<file path="config.mk">
export PLATFORM = sky130hd
export DESIGN_NAME = key_event_detector
export DESIGN_NICKNAME = d
export VERILOG_FILES = /design/src/ked_pkg.sv /design/src/ked_csr.sv /design/src/ked_ctrl.sv /design/src/ked_datapath.sv /design/src/key_event_detector.sv
export VERILOG_INCLUDE_DIRS = /design/src /design/src/src
export SDC_FILE = /design/constraint.sdc
export NUM_CORES = 2
export LEC_CHECK = 0
export BUFFER_PORTS_ARGS = -buffer_cell sky130_fd_sc_hd__buf_2
export CAP_MARGIN = 10
export CORE_MARGIN = 4
export CORE_UTILIZATION = 55
export DETAILED_ROUTE_END_ITERATION = 8
export HOLD_SLACK_MARGIN = 0.06
export PLACE_DENSITY = 0.68
export REMOVE_ABC_BUFFERS = 1
export SYNTH_ARGS = -nofsm -noshare
export SYNTH_HDL_FRONTEND = slang
export SYNTH_HIERARCHICAL = 1
export SYNTH_SLANG_ARGS = --single-unit
</file>
<file path="constraint.sdc">
create_clock -name clock -period 15.85 [get_ports clock]
set_input_delay 3.17 -clock clock [delete_from_list [all_inputs] [get_ports clock]]
set_output_delay 3.17 -clock clock [all_outputs]
set_load 0.01 [all_outputs]
</file>
<file path="src/key_event_detector_macros.svh">
// ----------------------------------------------------------------------------
// key_event_detector_macros
// Assertion macros shared by the key event detector modules. Define
// ASSERT_OFF to compile them out.
// ----------------------------------------------------------------------------
`ifndef KEY_EVENT_DETECTOR_MACROS_SVH
`define KEY_EVENT_DETECTOR_MACROS_SVH

`ifndef ASSERT_OFF

// Check that an expression holds at every clock edge outside reset
`define KED_ASSERT_ALWAYS(label, clk, rst, expr, msg) \
   label: assert property (@(posedge clk) disable iff (rst) (expr)) else $error(msg);

// Check that a condition implies a consequence in the next cycle
`define KED_ASSERT_NEXT(label, clk, rst, ante, cons, msg) \
   label: assert property (@(posedge clk) disable iff (rst) (ante) |=> (cons)) else $error(msg);

`else

`define KED_ASSERT_ALWAYS(label, clk, rst, expr, msg)
`define KED_ASSERT_NEXT(label, clk, rst, ante, cons, msg)

`endif

`endif

</file>
<file path="src/ked_pkg.sv">
// ----------------------------------------------------------------------------
// ked_pkg
// Shared constants, codes and control structs of the key event detector.
// ----------------------------------------------------------------------------
package ked_pkg;

   // Key count and field widths
   localparam int NUM_KEYS = 10;
   localparam int KEY_W    = 4;
   localparam int KIND_W   = 3;
   localparam int TIME_W   = 32;
   localparam int CSR_IDX_W  = 3;
   localparam int CSR_DATA_W = 16;

   localparam logic [KEY_W-1:0] LAST_KEY = KEY_W'(NUM_KEYS - 1);

   // Event codes
   localparam logic [KIND_W-1:0] EV_PRESS   = 3'd0;
   localparam logic [KIND_W-1:0] EV_RELEASE = 3'd1;
   localparam logic [KIND_W-1:0] EV_LONG    = 3'd2;
   localparam logic [KIND_W-1:0] EV_REPEAT  = 3'd3;
   localparam logic [KIND_W-1:0] EV_DOUBLE  = 3'd4;

   // Register indexes
   localparam logic [CSR_IDX_W-1:0] CSR_DEBOUNCE_SCANS = 3'd0;
   localparam logic [CSR_IDX_W-1:0] CSR_SCAN_STEP      = 3'd1;
   localparam logic [CSR_IDX_W-1:0] CSR_LONG_PRESS     = 3'd2;
   localparam logic [CSR_IDX_W-1:0] CSR_REPEAT         = 3'd3;
   localparam logic [CSR_IDX_W-1:0] CSR_DOUBLE_CLICK   = 3'd4;
   localparam logic [CSR_IDX_W-1:0] CSR_DC_ENABLE      = 3'd5;
   localparam logic [CSR_IDX_W-1:0] CSR_ACTIVE_HIGH    = 3'd6;

   // Sequencer states, also the phase code seen by the datapath
   localparam int ST_W = 3;
   localparam logic [ST_W-1:0] ST_IDLE  = 3'd0;
   localparam logic [ST_W-1:0] ST_DEB   = 3'd1;
   localparam logic [ST_W-1:0] ST_REL   = 3'd2;
   localparam logic [ST_W-1:0] ST_LONG  = 3'd3;
   localparam logic [ST_W-1:0] ST_REP   = 3'd4;
   localparam logic [ST_W-1:0] ST_DCT   = 3'd5;
   localparam logic [ST_W-1:0] ST_FLUSH = 3'd6;

   typedef struct packed {
      logic [7:0]          debounce_scans;
      logic [7:0]          scan_step;
      logic [15:0]         long_press_time;
      logic [15:0]         repeat_time;
      logic [15:0]         double_click_time;
      logic [NUM_KEYS-1:0] double_click_enable;
      logic [NUM_KEYS-1:0] active_high_keys;
   } cfg_type;

   typedef struct packed {
      logic             start;
      logic             exec;
      logic             flush;
      logic [ST_W-1:0]  phase;
      logic [KEY_W-1:0] key;
   } cmd_type;

   typedef struct packed {
      logic emit_ready;
      logic rel_edge;
   } status_type;

endpackage

</file>
<file path="src/ked_csr.sv">
// ----------------------------------------------------------------------------
// ked_csr
// Configuration register file of the key event detector.
// ----------------------------------------------------------------------------
module ked_csr (
   input  logic                           clock,
   input  logic                           reset,
   input  logic                           csr_valid,
   input  logic [ked_pkg::CSR_IDX_W-1:0]  csr_index,
   input  logic [ked_pkg::CSR_DATA_W-1:0] csr_data,
   output ked_pkg::cfg_type               cfg
);

   ked_pkg::cfg_type cfg_ff, cfg_in;

   // Decode the register index; unknown indexes drop the write
   always_comb begin
      cfg_in = cfg_ff;
      if (csr_valid) begin
         unique case (csr_index)
            ked_pkg::CSR_DEBOUNCE_SCANS: cfg_in.debounce_scans    = csr_data[7:0];
            ked_pkg::CSR_SCAN_STEP:      cfg_in.scan_step         = csr_data[7:0];
            ked_pkg::CSR_LONG_PRESS:     cfg_in.long_press_time   = csr_data;
            ked_pkg::CSR_REPEAT:         cfg_in.repeat_time       = csr_data;
            ked_pkg::CSR_DOUBLE_CLICK:   cfg_in.double_click_time = csr_data;
            ked_pkg::CSR_DC_ENABLE:
               cfg_in.double_click_enable = csr_data[ked_pkg::NUM_KEYS-1:0];
            ked_pkg::CSR_ACTIVE_HIGH:
               cfg_in.active_high_keys = csr_data[ked_pkg::NUM_KEYS-1:0];
            default: ;
         endcase
      end
   end

   always_ff @(posedge clock) begin
      if (reset) begin
         cfg_ff.debounce_scans      <= 8'd3;
         cfg_ff.scan_step           <= 8'd10;
         cfg_ff.long_press_time     <= 16'd1000;
         cfg_ff.repeat_time         <= 16'd200;
         cfg_ff.double_click_time   <= 16'd300;
         cfg_ff.double_click_enable <= '0;
         cfg_ff.active_high_keys    <= '0;
      end else begin
         cfg_ff <= cfg_in;
      end
   end

   assign cfg = cfg_ff;

endmodule

</file>
<file path="src/ked_ctrl.sv">
// ----------------------------------------------------------------------------
// ked_ctrl
// Scan sequencer: walks the keys and their check phases, issuing commands
// to the datapath.
// ----------------------------------------------------------------------------
`include "key_event_detector_macros.svh"

module ked_ctrl (
   input  logic                clock,
   input  logic                reset,
   input  logic                req_valid,
   output logic                req_stall,
   input  ked_pkg::status_type status,
   output ked_pkg::cmd_type    cmd
);

   logic [ked_pkg::ST_W-1:0]  state_ff, state_in;
   logic [ked_pkg::KEY_W-1:0] key_ff, key_in;
   logic                      active;

   // Take a scan only while idle
   assign req_stall = (state_ff != ked_pkg::ST_IDLE);

   assign active = (state_ff == ked_pkg::ST_DEB)  || (state_ff == ked_pkg::ST_REL) ||
                   (state_ff == ked_pkg::ST_LONG) || (state_ff == ked_pkg::ST_REP) ||
                   (state_ff == ked_pkg::ST_DCT);

   // Build the command; each step waits for room in the event stage
   always_comb begin
      cmd.start = (state_ff == ked_pkg::ST_IDLE) && req_valid;
      cmd.exec  = active && status.emit_ready;
      cmd.flush = (state_ff == ked_pkg::ST_FLUSH) && status.emit_ready;
      cmd.phase = state_ff;
      cmd.key   = key_ff;
   end

   // Advance through phases and keys
   always_comb begin
      state_in = state_ff;
      key_in   = key_ff;
      unique case (state_ff)
         ked_pkg::ST_IDLE: begin
            if (cmd.start) begin
               state_in = ked_pkg::ST_DEB;
               key_in   = '0;
            end
         end
         ked_pkg::ST_DEB: begin
            if (cmd.exec) begin
               state_in = status.rel_edge ? ked_pkg::ST_REL : ked_pkg::ST_LONG;
            end
         end
         ked_pkg::ST_REL: begin
            if (cmd.exec) state_in = ked_pkg::ST_LONG;
         end
         ked_pkg::ST_LONG: begin
            if (cmd.exec) state_in = ked_pkg::ST_REP;
         end
         ked_pkg::ST_REP: begin
            if (cmd.exec) state_in = ked_pkg::ST_DCT;
         end
         ked_pkg::ST_DCT: begin
            if (cmd.exec) begin
               if (key_ff == ked_pkg::LAST_KEY) begin
                  state_in = ked_pkg::ST_FLUSH;
               end else begin
                  state_in = ked_pkg::ST_DEB;
                  key_in   = key_ff + 1'b1;
               end
            end
         end
         ked_pkg::ST_FLUSH: begin
            if (cmd.flush) state_in = ked_pkg::ST_IDLE;
         end
         default: state_in = ked_pkg::ST_IDLE;
      endcase
   end

   always_ff @(posedge clock) begin
      if (reset) begin
         state_ff <= ked_pkg::ST_IDLE;
         key_ff   <= '0;
      end else begin
         state_ff <= state_in;
         key_ff   <= key_in;
      end
   end

   `KED_ASSERT_ALWAYS(a_key_range, clock, reset, key_ff <= ked_pkg::LAST_KEY, "key index out of range")
   `KED_ASSERT_NEXT(a_start_first_key, clock, reset, cmd.start, (state_ff == ked_pkg::ST_DEB) && (key_ff == '0), "scan did not begin at key zero")
   `KED_ASSERT_NEXT(a_flush_idle, clock, reset, cmd.flush, state_ff == ked_pkg::ST_IDLE, "flush did not end the scan")

endmodule

</file>
<file path="src/ked_datapath.sv">
// ----------------------------------------------------------------------------
// ked_datapath
// Per-key state, debounce and timing checks, event hold stage and the
// result register.
// ----------------------------------------------------------------------------
`include "key_event_detector_macros.svh"

module ked_datapath (
   input  logic                              clock,
   input  logic                              reset,
   input  ked_pkg::cmd_type                  cmd,
   output ked_pkg::status_type               status,
   input  ked_pkg::cfg_type                  cfg,
   input  logic [ked_pkg::NUM_KEYS-1:0]      req_raw_levels,
   input  logic                              rsp_stall,
   output logic                              rsp_valid,
   output logic [ked_pkg::KEY_W-1:0]         rsp_key_index,
   output logic [ked_pkg::KIND_W-1:0]        rsp_event_kind,
   output logic                              rsp_last_event
);

   localparam int NK = ked_pkg::NUM_KEYS;
   localparam int TW = ked_pkg::TIME_W;

   // Scan time and latched levels
   logic [TW-1:0] time_now_ff, time_now_in;
   logic [NK-1:0] levels_ff, levels_in;

   // Per-key state
   logic [7:0]    debounce_count_ff [NK];
   logic [7:0]    debounce_count_in [NK];
   logic [NK-1:0] stable_ff, stable_in;
   logic [NK-1:0] long_fired_ff, long_fired_in;
   logic [NK-1:0] waiting_ff, waiting_in;
   logic [NK-1:0] second_ff, second_in;
   logic [TW-1:0] press_time_ff [NK];
   logic [TW-1:0] press_time_in [NK];
   logic [TW-1:0] repeat_stamp_ff [NK];
   logic [TW-1:0] repeat_stamp_in [NK];
   logic [TW-1:0] release_time_ff [NK];
   logic [TW-1:0] release_time_in [NK];

   // Event hold stage and result register
   logic                         hold_valid_ff, hold_valid_in;
   logic [ked_pkg::KEY_W-1:0]    hold_key_ff, hold_key_in;
   logic [ked_pkg::KIND_W-1:0]   hold_kind_ff, hold_kind_in;
   logic                         rsp_valid_ff, rsp_valid_in;
   logic [ked_pkg::KEY_W-1:0]    rsp_key_ff, rsp_key_in;
   logic [ked_pkg::KIND_W-1:0]   rsp_kind_ff, rsp_kind_in;
   logic                         rsp_last_ff, rsp_last_in;

   logic [ked_pkg::KEY_W-1:0]  k;
   logic                       pressed;
   logic                       dc_on;
   logic                       disagree;
   logic                       flip;
   logic [7:0]                 cnt_inc;
   logic [TW-1:0]              ref_time;
   logic [15:0]                threshold;
   logic [TW-1:0]              elapsed;
   logic                       time_ge;
   logic                       ev_fire;
   logic [ked_pkg::KIND_W-1:0] ev_kind;
   logic                       out_free;
   logic                       push;

   assign k        = cmd.key;
   assign pressed  = ~(levels_ff[k] ^ cfg.active_high_keys[k]);
   assign dc_on    = cfg.double_click_enable[k];
   assign cnt_inc  = debounce_count_ff[k] + 8'd1;
   assign disagree = (pressed != stable_ff[k]);
   assign flip     = disagree && (cnt_inc >= cfg.debounce_scans);

   // Share one elapsed-time compare across the three timing checks
   always_comb begin
      unique case (cmd.phase)
         ked_pkg::ST_LONG: begin
            ref_time  = press_time_ff[k];
            threshold = cfg.long_press_time;
         end
         ked_pkg::ST_REP: begin
            ref_time  = repeat_stamp_ff[k];
            threshold = cfg.repeat_time;
         end
         ked_pkg::ST_DCT: begin
            ref_time  = release_time_ff[k];
            threshold = cfg.double_click_time;
         end
         default: begin
            ref_time  = press_time_ff[k];
            threshold = '0;
         end
      endcase
   end

   assign elapsed = time_now_ff - ref_time;
   assign time_ge = (elapsed >= {16'd0, threshold});

   // Update the current key for the phase in hand
   always_comb begin
      time_now_in       = time_now_ff;
      levels_in         = levels_ff;
      debounce_count_in = debounce_count_ff;
      stable_in         = stable_ff;
      long_fired_in     = long_fired_ff;
      waiting_in        = waiting_ff;
      second_in         = second_ff;
      press_time_in     = press_time_ff;
      repeat_stamp_in   = repeat_stamp_ff;
      release_time_in   = release_time_ff;
      ev_fire           = 1'b0;
      ev_kind           = ked_pkg::EV_PRESS;

      if (cmd.start) begin
         time_now_in = time_now_ff + {24'd0, cfg.scan_step};
         levels_in   = req_raw_levels;
      end

      if (cmd.exec) begin
         unique case (cmd.phase)
            ked_pkg::ST_DEB: begin
               if (!disagree) begin
                  debounce_count_in[k] = '0;
               end else if (!flip) begin
                  debounce_count_in[k] = cnt_inc;
               end else begin
                  debounce_count_in[k] = '0;
                  stable_in[k]         = pressed;
                  if (pressed) begin
                     if (waiting_ff[k]) begin
                        waiting_in[k] = 1'b0;
                        second_in[k]  = 1'b1;
                     end
                     press_time_in[k]   = time_now_ff;
                     repeat_stamp_in[k] = time_now_ff;
                     long_fired_in[k]   = 1'b0;
                  end else if (!long_fired_ff[k]) begin
                     priority if (second_ff[k]) begin
                        second_in[k] = 1'b0;
                        ev_fire      = 1'b1;
                        ev_kind      = ked_pkg::EV_DOUBLE;
                     end else if (dc_on) begin
                        release_time_in[k] = time_now_ff;
                        waiting_in[k]      = 1'b1;
                     end else begin
                        ev_fire = 1'b1;
                        ev_kind = ked_pkg::EV_PRESS;
                     end
                  end
               end
            end
            ked_pkg::ST_REL: begin
               ev_fire = 1'b1;
               ev_kind = ked_pkg::EV_RELEASE;
            end
            ked_pkg::ST_LONG: begin
               if (stable_ff[k] && !long_fired_ff[k] && time_ge) begin
                  long_fired_in[k] = 1'b1;
                  ev_fire          = 1'b1;
                  ev_kind          = ked_pkg::EV_LONG;
               end
            end
            ked_pkg::ST_REP: begin
               if (stable_ff[k] && long_fired_ff[k] && time_ge) begin
                  repeat_stamp_in[k] = time_now_ff;
                  ev_fire            = 1'b1;
                  ev_kind            = ked_pkg::EV_REPEAT;
               end
            end
            ked_pkg::ST_DCT: begin
               if (waiting_ff[k] && dc_on && time_ge) begin
                  waiting_in[k] = 1'b0;
                  ev_fire       = 1'b1;
                  ev_kind       = ked_pkg::EV_PRESS;
               end
            end
            default: ;
         endcase
      end
   end

   // Hold one event back so the last of a scan can be marked
   assign out_free = !rsp_valid_ff || !rsp_stall;
   assign push     = hold_valid_ff && (ev_fire || cmd.flush);

   always_comb begin
      hold_valid_in = hold_valid_ff;
      hold_key_in   = hold_key_ff;
      hold_kind_in  = hold_kind_ff;
      rsp_key_in    = rsp_key_ff;
      rsp_kind_in   = rsp_kind_ff;
      rsp_last_in   = rsp_last_ff;
      rsp_valid_in  = rsp_stall ? rsp_valid_ff : 1'b0;

      if (push) begin
         rsp_valid_in = 1'b1;
         rsp_key_in   = hold_key_ff;
         rsp_kind_in  = hold_kind_ff;
         rsp_last_in  = cmd.flush;
      end

      if (ev_fire) begin
         hold_valid_in = 1'b1;
         hold_key_in   = k;
         hold_kind_in  = ev_kind;
      end else if (cmd.flush) begin
         hold_valid_in = 1'b0;
      end
   end

   always_comb begin
      status.emit_ready = !hold_valid_ff || out_free;
      status.rel_edge   = flip && !pressed;
   end

   // Control state
   always_ff @(posedge clock) begin
      if (reset) begin
         time_now_ff       <= '0;
         debounce_count_ff <= '{default: '0};
         stable_ff         <= '0;
         long_fired_ff     <= '0;
         waiting_ff        <= '0;
         second_ff         <= '0;
         hold_valid_ff     <= 1'b0;
         rsp_valid_ff      <= 1'b0;
      end else begin
         time_now_ff       <= time_now_in;
         debounce_count_ff <= debounce_count_in;
         stable_ff         <= stable_in;
         long_fired_ff     <= long_fired_in;
         waiting_ff        <= waiting_in;
         second_ff         <= second_in;
         hold_valid_ff     <= hold_valid_in;
         rsp_valid_ff      <= rsp_valid_in;
      end
   end

   // Payload: time stamps are always written before they are read
   always_ff @(posedge clock) begin
      levels_ff       <= levels_in;
      press_time_ff   <= press_time_in;
      repeat_stamp_ff <= repeat_stamp_in;
      release_time_ff <= release_time_in;
      hold_key_ff     <= hold_key_in;
      hold_kind_ff    <= hold_kind_in;
      rsp_key_ff      <= rsp_key_in;
      rsp_kind_ff     <= rsp_kind_in;
      rsp_last_ff     <= rsp_last_in;
   end

   assign rsp_valid      = rsp_valid_ff;
   assign rsp_key_index  = rsp_key_ff;
   assign rsp_event_kind = rsp_kind_ff;
   assign rsp_last_event = rsp_last_ff;

   `KED_ASSERT_ALWAYS(a_push_room, clock, reset, !push || out_free, "event pushed over a waiting result")
   `KED_ASSERT_NEXT(a_flush_empty, clock, reset, cmd.flush, !hold_valid_ff, "hold stage not empty after flush")

endmodule

</file>
<file path="src/key_event_detector.sv">
// ----------------------------------------------------------------------------
// key_event_detector
// Debounced multi-key scanner with press, release, long press, repeat and
// double click events.
// ----------------------------------------------------------------------------
// Each accepted scan advances the time counter by scan_step and then visits
// the ten keys in index order, one check phase per cycle while the event
// stage has room: debounce, release (only on a debounced release), long
// press, repeat and double-click timeout, the last three sharing one 32-bit
// elapsed-time subtract and compare. A new scan is not accepted until the
// last one has flushed, and its steps wait while the result channel stalls.
// Events leave one per transfer in key order; the last event of a scan
// carries last_event. A scan with no event produces no result. Configuration
// writes are taken in any cycle and should be made while no scan is in
// flight.
module key_event_detector (
   input  logic                           clock,
   input  logic                           reset,
   input  logic                           req_valid,
   output logic                           req_stall,
   input  logic [ked_pkg::NUM_KEYS-1:0]   req_raw_levels,
   output logic                           rsp_valid,
   input  logic                           rsp_stall,
   output logic [ked_pkg::KEY_W-1:0]      rsp_key_index,
   output logic [ked_pkg::KIND_W-1:0]     rsp_event_kind,
   output logic                           rsp_last_event,
   input  logic                           csr_valid,
   output logic                           csr_ready,
   input  logic [ked_pkg::CSR_IDX_W-1:0]  csr_index,
   input  logic [ked_pkg::CSR_DATA_W-1:0] csr_data
);

   ked_pkg::cfg_type    cfg;
   ked_pkg::cmd_type    cmd;
   ked_pkg::status_type status;

   // Registers accept a write every cycle
   assign csr_ready = 1'b1;

   ked_csr u_csr (
      .clock     (clock),
      .reset     (reset),
      .csr_valid (csr_valid),
      .csr_index (csr_index),
      .csr_data  (csr_data),
      .cfg       (cfg)
   );

   ked_ctrl u_ctrl (
      .clock     (clock),
      .reset     (reset),
      .req_valid (req_valid),
      .req_stall (req_stall),
      .status    (status),
      .cmd       (cmd)
   );

   ked_datapath u_datapath (
      .clock          (clock),
      .reset          (reset),
      .cmd            (cmd),
      .status         (status),
      .cfg            (cfg),
      .req_raw_levels (req_raw_levels),
      .rsp_stall      (rsp_stall),
      .rsp_valid      (rsp_valid),
      .rsp_key_index  (rsp_key_index),
      .rsp_event_kind (rsp_event_kind),
      .rsp_last_event (rsp_last_event)
   );

endmodule
</file>
==> metrics <==
Post-synth EDFFs=985; global placer's final weighted congestion=0.9404; CP required=16.24 ns; Clock power frac=41.6%; maximum clock insertion buffer count=3; core area=92,080 um2; pwr dens=119.9 nW/um2; pin slew with the least headroom to its limit=1.211 ns; Final Skew=0.03889 ns; RSZ-0062 raised after global routing=no; FFs w/ async S/R, synth=0%; Vert. Die Dim=313.5 um; Rows=111; Comb pwr share=7.2%; setup violators final=0; Total Wirelength=132.3 mm; Slew Limit Headroom=19.07%; Clock Tree Root=clkbuf_16; Layout Nets=3,543; worst vdd ir=0.1112 mV; main flop type after synthesis=edfxtp_1; run status=complete, no violations; CP max stage cell=dfxtp_4; final hold violations=0; FMAX=0.1157 GHz; starting density of the core=55.74%; DR iter-0 viols=4,103; via count=30,741; Worst Path Buf+Inv=2; CP Max Fanout=39; Synth area leaders=edfxtp_1 58%, dfxtp_1 9.6%, mux4_2 9.4%, mux2i_1 3.6%, nor2_1 2.3%; clk_lat worst skew=0.73 ns; Seq/Total Area, Yosys=67.18%; Hold Path Class=flop to flop; PostCTS Resize Cnt=0; Final min period=8.640 ns; Total GRT Usage=26.84%; DP Area=53,080 um2; Synth Warn #=6; Num Clock Sinks=1,230; final core occ=61.97%; die area=98,280 um2; leading area contributor after synthesis=edfxtp_1; post-synth top area share=57.63%; layout cells sized above 1=16.61%; final std cells w/o fill=4,782; area delta synth->final=11.18%; Reg clk slew, reported paths=0.07 ns; vias in the first global route=30,838; drt first pass iters=9; final worst path period share=54.51%; WL per Instance=27.68 um; Detail Route Antenna Nets=0; Post-CTS Setup Inserts=0; routed vias/inst=6.428; overall power=6844 uW; Slew Limit Fails=0; Post-CTS Hold Buffers=0; pin count of the biggest net entering global routing=115; Seq cells post-synth=1,230; Crit path max-delay family=simple AND/OR/NAND/NOR gates; number of antenna violations at the first check in global routing=1; placed insts=4,561; Antenna Cells=0; Max-Cap Viols=0; H-tree depth=3; CP Capture Type=flop; I/O Pins=45; P_sw=1541 uW; Die W=313.5 um; Port Buffers=43; Worst EP arrival=9.03 ns; sequential power share=51.2%; Final Cell Area=57,060 um2; CTS tree=done; Congestion Overflow GR=0; hpwl dp=78.52 mm; Mapped Avg Cell Area=15.08 um2; critical path's largest stage delay=0.91 ns; Num CTS Buffers=120; post-synth design cell area=51,330 um2; Switching Share=22.52%; DRC Markers=0; Internal=5303 uW; Fin Setup TNS=0 ns; critical path class=flop to flop; Pleak=0.01928 uW; wire length of the first global-routing pass=196.9 mm; cells after synthesis=3,403; Distinct cells, synth=87; Worst Setup Start Kind=flop
final timing paths:
path                                                     startpoint                                        end  slack (ns)  cells after the start
worst max register to register        u_ctrl/key_ff[0]$_SDFFE_PP0P_  u_datapath/repeat_stamp_ff[269]$_DFFE_PP_        7.21                     26
worst max-delay path                  u_ctrl/key_ff[0]$_SDFFE_PP0P_  u_datapath/repeat_stamp_ff[269]$_DFFE_PP_        7.21                     26
worst min-delay path            u_datapath/hold_key_ff[2]$_DFFE_PP_      u_datapath/rsp_key_index[2]$_DFFE_PP_        0.42                      0
worst min register to register  u_datapath/hold_key_ff[2]$_DFFE_PP_      u_datapath/rsp_key_index[2]$_DFFE_PP_        0.42                      0
synthesized netlist by cell type, types with 8 or more instances:
master / n
nand4_1: 14
edfxtp_1: 985
nor4_1: 15
inv_1: 43
a22oi_1: 22
mux2i_1: 184
buf_1: 18
nor2b_1: 13
and3_1: 14
nand2_1: 185
a311oi_1: 12
a221oi_1: 42
xor2_1: 15
nor3b_1: 9
mux4_2: 215
or2_2: 8
a21o_1: 13
a31oi_1: 21
dfxtp_1: 245
o211ai_1: 13
nor3_1: 44
a21oi_1: 218
nor2_1: 317
buf_4: 12
clkbuf_1: 131
a221o_1: 15
buf_2: 46
nand2b_1: 108
ha_1: 66
a211oi_1: 10
a222oi_1: 42
xnor2_1: 35
or3_1: 17
o21ai_0: 98
nand3_1: 30
power groups by stage:
stage / Combinational [uW] / Sequential (uW) / Clock [uW]
global route: 534 / 3510 / 3030
global placement: 470 / 3570 / 0
finish: 493 / 3510 / 2840
detailed placement: 483 / 3570 / 0
CTS: 486 / 3510 / 2880
floorplan: 276 / 3610 / 0
final cells by class:
type                            count  area, um2
Clock buffer                      153       3187
Clock inverter                     67      768.2
Fill cell                        6642      35010
Inverter                           43      161.4
Multi-Input combinational cell   1913      15940
Sequential cell                  1230      34500
Tap cell                         1243       1555
Timing Repair Buffer              133      949.7
through the flow:
stage                     setup WS (ns)  hold slack (ns)
after floorplan                  -9.573           0.4003
after global placement            7.138           0.4044
after detailed placement          7.371           0.4045
after CTS                         7.327           0.4175
after global routing              6.621           0.4258
final                             7.210           0.4163
logic make-up after synthesis:
logic type                 after synthesis  share of synthesized area (%)
and+or+nand+nor                        823                          7.710
buffers and inverters                  260                          2.218
AOI/OAI and AO/OA                      570                          7.276
xor gates and xnor gates                50                         0.8532
muxes                                  401                          13.07
adders and majority gates               68                          1.687
other                                    1                       0.007306
DFF                                   1230                          67.18
cell usage in the layout, fill, tap and decap left out, drive strengths merged, types with 7 or more instances in the layout:
cell type  Yosys  routed
edfxtp       985     985
nor2         317     317
dfxtp        245     245
a21oi        220     220
mux4         215     215
nand2        186     186
mux2i        184     184
clkbuf       134     153
buf           83     133
nand2b       108     108
o21ai        104     104
ha            66      66
inv           43      47
nor3          46      46
clkinv         0      44
a221oi        43      43
a222oi        42      42
xnor2         35      35
nand3         30      30
a22oi         22      22
a31oi         21      21
or3           18      18
xor2          15      15
a221o         15      15
nor4          15      15
bufinv         0      14
and3          14      14
nand4         14      14
o211ai        13      13
a21o          13      13
nor2b         13      13
a311oi        12      12
a211oi        11      11
nor3b         10      10
or2            9       9
o31ai          8       8
nand3b         7       7
o221ai         7       7
layer usage:
metal / track usage [%] / wire length, um
met1: 38.07 / 53820
met2: 42.68 / 62120
met3: 4.628 / 11590
met4: 9.212 / 4821
met5: 0 / 0
sequential cells by signal, indices dropped and copies added (netlist names), 4 cells and up, named ones only:
signal	cells
u_ctrl/key_ff	4
u_datapath/release_time_ff	320
u_datapath/press_time_ff	320
u_datapath/stable_ff	10
u_datapath/debounce_count_ff	80
u_datapath/rsp_key_index	4
u_datapath/hold_key_ff	4
u_datapath/levels_ff	10
u_datapath/repeat_stamp_ff	320
u_datapath/time_now_ff	32
u_csr/cfg	84
No activity file was read; power rests on OpenSTA's default activity.
